**src/rtl/drme_ram.sv**
```systemverilog
// Generic single-port RAM with registered read data.
// No dependencies.
module drme_ram #(
	parameter int unsigned WIDTH = 8,
	parameter int unsigned DEPTH = 16
) (
	input  logic                     clk,
	input  logic                     en,
	input  logic                     we,
	input  logic [$clog2(DEPTH)-1:0] addr,
	input  logic [WIDTH-1:0]         wdata,
	output logic [WIDTH-1:0]         rdata
);

	logic [WIDTH-1:0] mem [DEPTH];

	always_ff @(posedge clk) begin
		if (en) begin
			if (we) begin
				mem[addr] <= wdata;
			end
			rdata <= mem[addr];
		end
	end

endmodule

```
**config.mk**
```make
export PLATFORM = sky130hd
export DESIGN_NAME = drme_ram
export DESIGN_NICKNAME = d
export VERILOG_FILES = /design/src/rtl/drme_ram.sv
export SDC_FILE = /design/constraint.sdc
export NUM_CORES = 1
export LEC_CHECK = 0
export BUFFER_PORTS_ARGS = -buffer_cell sky130_fd_sc_hd__buf_4
export CAP_MARGIN = 20
export CORE_MARGIN = 4
export CORE_UTILIZATION = 65
export DETAILED_ROUTE_END_ITERATION = 7
export GPL_ROUTABILITY_DRIVEN = 0
export GPL_TIMING_DRIVEN = 0
export PLACE_DENSITY = 0.83
export SYNTH_ARGS = -nofsm -noshare
export SYNTH_HDL_FRONTEND = slang
export SYNTH_SLANG_ARGS = --single-unit
```
**constraint.sdc**
```tcl
create_clock -name clk -period 2.86 [get_ports clk]
set_input_delay 0.286 -clock clk [delete_from_list [all_inputs] [get_ports clk]]
set_output_delay 0.286 -clock clk [all_outputs]
set_load 0.03 [all_outputs]
```
==> results of run 1 <==
==> final cells by class <==
cell class,count,area share
clock buffers,18,0.06846
repair buffers,24,0.02787
plain buffers,13,0.01291
flip-flops and latches,136,0.6690
well taps,102,0.02091
multi-input cells,84,0.1750
clock inverters,14,0.02582
==> placed cells by master (no fill, tap or decap) <==
cell type	synthesis	routed
clkinv_2	0	6
clkbuf_8	0	1
nor3_1	4	4
buf_8	1	1
nor2_1	13	13
nand4_1	1	1
buf_6	2	2
clkbuf_1	4	5
and2_1	1	1
buf_1	3	3
a22oi_1	16	16
clkinv_4	0	3
clkinv_1	0	1
nand4b_1	2	2
edfxtp_1	136	136
nor2b_1	2	2
or3_1	1	1
nand2_1	10	10
buf_2	3	7
clkinvlp_4	0	1
mux4_2	16	16
mux4_1	16	16
clkbuf_16	0	16
bufinv_16	0	3
nand2b_1	2	2
buf_4	0	20
==> worst max-delay path: cells and delay by family <==
kind	cells	cell delay (ps)
buf+inv	3	1060
simple gates	2	910
==> per-stage QoR <==
stage / hold slack (ps) / utilization / total power, mW / cell area (µm²) / instances
global route: 98.65 / 0.7859 / 4.685 / 6105 / 391
global placement: 591.4 / 0.7092 / 2.484 / 5509 / 355
detailed placement: 612.8 / 0.7118 / 2.498 / 5529 / 359
floorplan: 384.9 / - / 2.401 / 5231 / 233
finish: 95.86 / 0.7859 / 4.577 / 6105 / 391
CTS: 77.23 / 0.7859 / 4.577 / 6105 / 391
==> registers in the layout, summed over array words and instances (netlist names) <==
signal,count
mem,128
rdata,8
==> worst min-delay path by stage <==
| stage | slack (ps) | from | end | cells after the start |
|---|---|---|---|---|
| after floorplan | 380 | wdata[0] | mem[0][0] | 0 |
| after global placement | 590 | wdata[6] | mem[6][6] | 1 |
| after detailed placement | 610 | wdata[6] | mem[7][6] | 1 |
| after CTS | 80 | wdata[6] | mem[10][6] | 1 |
| after global routing | 100 | wdata[6] | mem[13][6] | 1 |
| final | 100 | wdata[6] | mem[10][6] | 1 |
==> power groups by stage <==
stage	registers [mW]	clock network [mW]	logic, mW
after floorplan	2.30	0	0.105
after global placement	2.28	0	0.209
after detailed placement	2.28	0	0.219
after CTS	2.24	2.11	0.229
after global routing	2.24	2.20	0.243
final	2.24	2.11	0.231
==> per-layer routing <==
layer  vias up  track usage  part of all wire
met4         0      0.08839             0.020
met1      1357       0.3647              0.38
met5         -            0                 0
li1       1083            -                 -
met2       177       0.4070              0.51
met3        25      0.04451             0.085
==> logic make-up after synthesis <==
family / Yosys count / synth area share
flops: 136 / 0.7807
compound gates: 16 / 0.02296
buf+inv: 13 / 0.01507
simple gates: 36 / 0.03205
mux: 32 / 0.1492
==> out/results.txt, run 1 <==
Combinational Power Share = 0.050
Worst setup EP type = flop
vias in the first global route = 2713
vias = 2642
setup TNS = 0 ps
Post-Synthesis Cell Area = 0.005231 mm²
type of the worst min-delay path = in -> reg
total track usage = 0.2550
Row Count = 32
Via density = 6.757
post-CTS resize count = 0
multi-input logic area = 0.001069 mm²
remaining global-route overflow = 0
Mapped Nets = 248
pwr dens = 749.7 mW/mm²
top-count cell post-synth = edfxtp_1
Root Driver = clkbuf_8
Reg area = 0.004084 mm²
Top Ports = 23
first-pass GRT wire length = 17330 µm
# setup viols final = 0
I/O Buffers = 20
period utilization = 0.7186
pre-CTS setup slack = 462.1 ps
Ant. Diodes = 0
drt first-iter violations = 334
core region area = 0.007767 mm²
peak per-stage delay on the critical path = 550 ps
initial antenna violation count = 0
largest area contributor in the netlist = edfxtp_1
hpwl dp = 6436 µm
DR DRC count = 0
chip height = 97.71 µm
# hold bufs at CTS = 0
reg2reg start = mem[10][1]
Max stage delay cell, worst path = nor3_1
Synth Instances = 233
Synth Register Bits = 136
data required time of the critical path = 3070 ps
maxcap violations = 0
largest net degree at the start of global routing = 17
Final Critical Period = 2055 ps
die footprint = 0.009547 mm²
Arrival @ worst endpoint = 2260 ps
ranking of synthesized cells by area = edfxtp_1 78%, mux4_1 8.0%, mux4_2 6.9%
total CTS buffers = 17
sequential share of power = 0.489
final net count = 291
syn avg cell area = 22.45 µm²
FMAX = 486.5 MHz
post-synth top area share = 0.7807
switching part of the total = 0.2061
htree depth = 4
final WL = 11490 µm
Initial DRT Pass Iterations = 5
drt wl/cell = 29.39 µm
Reg2Reg Depth = 3
crit path from = addr[1]
Critical Path Most Common Cell = buf_2
status = completed
Async SR Flop Fraction = 0
Synth warnings = 0
clock power share = 0.460
Synth Flop Type = edfxtp_1
reg-to-reg slack, setup = 1200 ps
starting utilization of the core area = 0.6735
Synth cell types = 18
Fin Clk Skew = 7.959 ps
worst slew pin tran = 834.9 ps
antenna-violating nets left = 0
RSZ-0062 raised after global routing = no
clk sinks = 136
most frequent cells after synthesis = 136 x edfxtp_1, 16 x a22oi_1, 16 x mux4_1, 16 x mux4_2, 13 x nor2_1
Worst-Skew Late Latency = 510 ps
CP max FO = 10
setup bufs post-CTS = 0
fill count = 381
CTS Buffer Depth = 2
reg2reg end = rdata[1]
internal power = 3.633 mW
final hold vios = 0
critical path class = in -> reg
Slew headroom = 0.4414
startpoint types = input pin
crit path to = mem[3][7]
width of the die = 97.71 µm
layout cells sized above 1 = 0.2630
CP cell instances = buf_2 -> buf_1 -> nand4_1 -> nor3_1 -> buf_2
final worst setup slack = 804.7 ps
TritonCTS clock tree = done
number of enable flip-flop cells after synthesis = 136
fin. max-slew vios = 0
CTS clk-pin slew, worst paths = 60 ps
maximum VDD drop = 0.4472 mV
Area Growth Syn to Fin = 16.69%
Sw Pwr = 0.9431 mW
LEAKAGE = 2.051 nW
sequential area share after synthesis = 0.7807
Note: power is estimated with default switching activity, not from simulation.
==> run 2: changes to the inputs <==
--- a/config.mk
+++ b/config.mk
@@ -8,11 +8,11 @@
 export BUFFER_PORTS_ARGS = -buffer_cell sky130_fd_sc_hd__buf_4
 export CAP_MARGIN = 20
 export CORE_MARGIN = 4
-export CORE_UTILIZATION = 65
+export CORE_UTILIZATION = 60
 export DETAILED_ROUTE_END_ITERATION = 7
 export GPL_ROUTABILITY_DRIVEN = 0
 export GPL_TIMING_DRIVEN = 0
-export PLACE_DENSITY = 0.83
+export PLACE_DENSITY = 0.78
 export SYNTH_ARGS = -nofsm -noshare
 export SYNTH_HDL_FRONTEND = slang
 export SYNTH_SLANG_ARGS = --single-unit
==> constraint.sdc (replaced) <==
create_clock -name clk -period 1.9 [get_ports clk]
set_input_delay 0.19 -clock clk [delete_from_list [all_inputs] [get_ports clk]]
set_output_delay 0.19 -clock clk [all_outputs]
set_load 0.03 [all_outputs]
==> run 2 against run 1 <==
The run now ends with negative setup slack left. Flip-flop and latch count unchanged. Cell count is 2.3% higher. Sequential share of layout area fell by 1.5 points. Power up 54%. Sequential power increased by 50%. Critical path depth down 1. First-iteration DRC count down 10%. Critical path type unchanged. Critical endpoint is now mem[11][6]. Largest power group unchanged.
==> out/results.txt, run 2 (synthesis gave the netlist of run 1 again) <==
first-pass GRT wire length = 16080 µm
vias in the first global route = 2700
RSZ-0062 raised after global routing = yes
fin. max-slew vios = 0
placed cell areas = 0.005538 mm²
Worst-Skew Late Latency = 520 ps
total track usage = 0.2305
CP bufs+invs = 2
Arrival @ worst endpoint = 2050 ps
register with the most flip-flops = mem
initial antenna violation count = 0
CP cell instances = buf_2 -> buf_1 -> nand4_1 -> nor2_1
type of the worst min-delay path = in -> reg
peak per-stage delay on the critical path = 700 ps
commonest non-fill, non-tap cell in the layout = edfxtp_1
largest registers = mem x128, rdata x8
clk sinks = 136
remaining global-route overflow = 0
CTS Buffer Depth = 2
pwr dens = 1126 mW/mm²
final WL = 10700 µm
hpwl dp = 6324 µm
Via density = 6.513
drt first-iter violations = 300
setup TNS = -5.534 ps
chip height = 101.4 µm
final net count = 297
startpoint types = input pin
fin cells = 400
Area Growth Syn to Fin = 19.33%
htree depth = 4
# setup viols final = 3
Top Ports = 23
starting utilization of the core area = 0.6272
Final Critical Period = 1903 ps
Row Count = 33
CP max FO = 10
Design Area, Final = 0.006242 mm²
period utilization = 1.002
Worst setup EP type = flop
vias = 2605
DR DRC count = 0
core region area = 0.008341 mm²
maximum VDD drop = 0.6304 mV
critical path class = in -> reg
die footprint = 0.01028 mm²
worst slew pin tran = 794.4 ps
fill count = 445
setup bufs post-CTS = 0
total CTS buffers = 17
placed cells = 361
Ant. Diodes = 0
Max stage delay cell, worst path = nor2_1
LEAKAGE = 2.080 nW
failing checks = negative setup slack
I/O Buffers = 20
TritonCTS clock tree = done
Slew headroom = 0.4684
CTS clk-pin slew, worst paths = 60 ps
drt wl/cell = 26.74 µm
Fin Clk Skew = 10.53 ps
FMAX = 525.4 MHz
Root Driver = clkbuf_8
status = complete, but fails checks
Top delay family on crit path = simple AND/OR/NAND/NOR gates
total power = 7.031 mW
Hold WS = 13.95 ps
final worst setup slack = -3.290 ps
Initial DRT Pass Iterations = 6
commonest cells after routing, fill and taps aside = 136 x edfxtp_1, 22 x buf_4
largest net degree at the start of global routing = 17
width of the die = 101.4 µm
antenna-violating nets left = 0
final hold vios = 0
maxcap violations = 0
data required time of the critical path = 2040 ps
layout cells sized above 1 = 0.2847
max FFs per register = 128
[run 2: stage by stage]
step                      utilization  setup WS, ps
after global placement         0.6616        -789.8
after floorplan                     -         20.29
after CTS                      0.7447         4.340
final                          0.7484        -3.290
after detailed placement       0.6640        -466.9
after global routing           0.7484        -119.0
[run 2: path summary, 6_finish.rpt]
path / from / endpoint / slack (ps) / depth (start not counted)
setup / recovery: addr[1] / mem[11][6] / -3 / 4
hold / removal: wdata[3] / mem[9][3] / 10 / 1
setup reg to reg: mem[10][1] / rdata[1] / 310 / 3
hold reg to reg: mem[14][0] / rdata[0] / 760 / 3
[run 2: power by group]
| part | internal (mW) | switching, mW |
|---|---|---|
| Clock | 2.12 | 1.19 |
| Combinational | 0.141 | 0.212 |
| Sequential | 3.36 | 0.0125 |
| Total | 5.62 | 1.41 |
[run 2: area by class of cell]
cell class              instances  area [µm²]  share of cell area
well taps                     105       131.4             0.02105
repair buffers                 30       240.2             0.03848
flip-flops and latches        136        4084              0.6542
clock inverters                13       178.9             0.02866
plain buffers                  13       78.83             0.01263
multi-input cells              84        1107              0.1774
clock buffers                  19       421.7             0.06755
[run 2: what timing repair did]
action,in CTS,in global routing
hold endpoints to repair,100,0
hold buffers,7,0
endpoints found under the setup margin,1,58
resized for setup,1,9
[run 2: routing by layer]
layer / share of wire / vias up / global-route usage
li1: - / 1099 / -
met1: 0.40 / 1331 / 0.3100
met2: 0.50 / 146 / 0.3511
met3: 0.073 / 29 / 0.07713
met4: 0.027 / 0 / 0.09816
met5: 0 / - / 0
[run 2: worst reg2reg max path: stages, from the launching register on]
cell	delay (ps)
edfxtp_1	420
mux4_1	580
a22oi_1	260
nand2_1	80
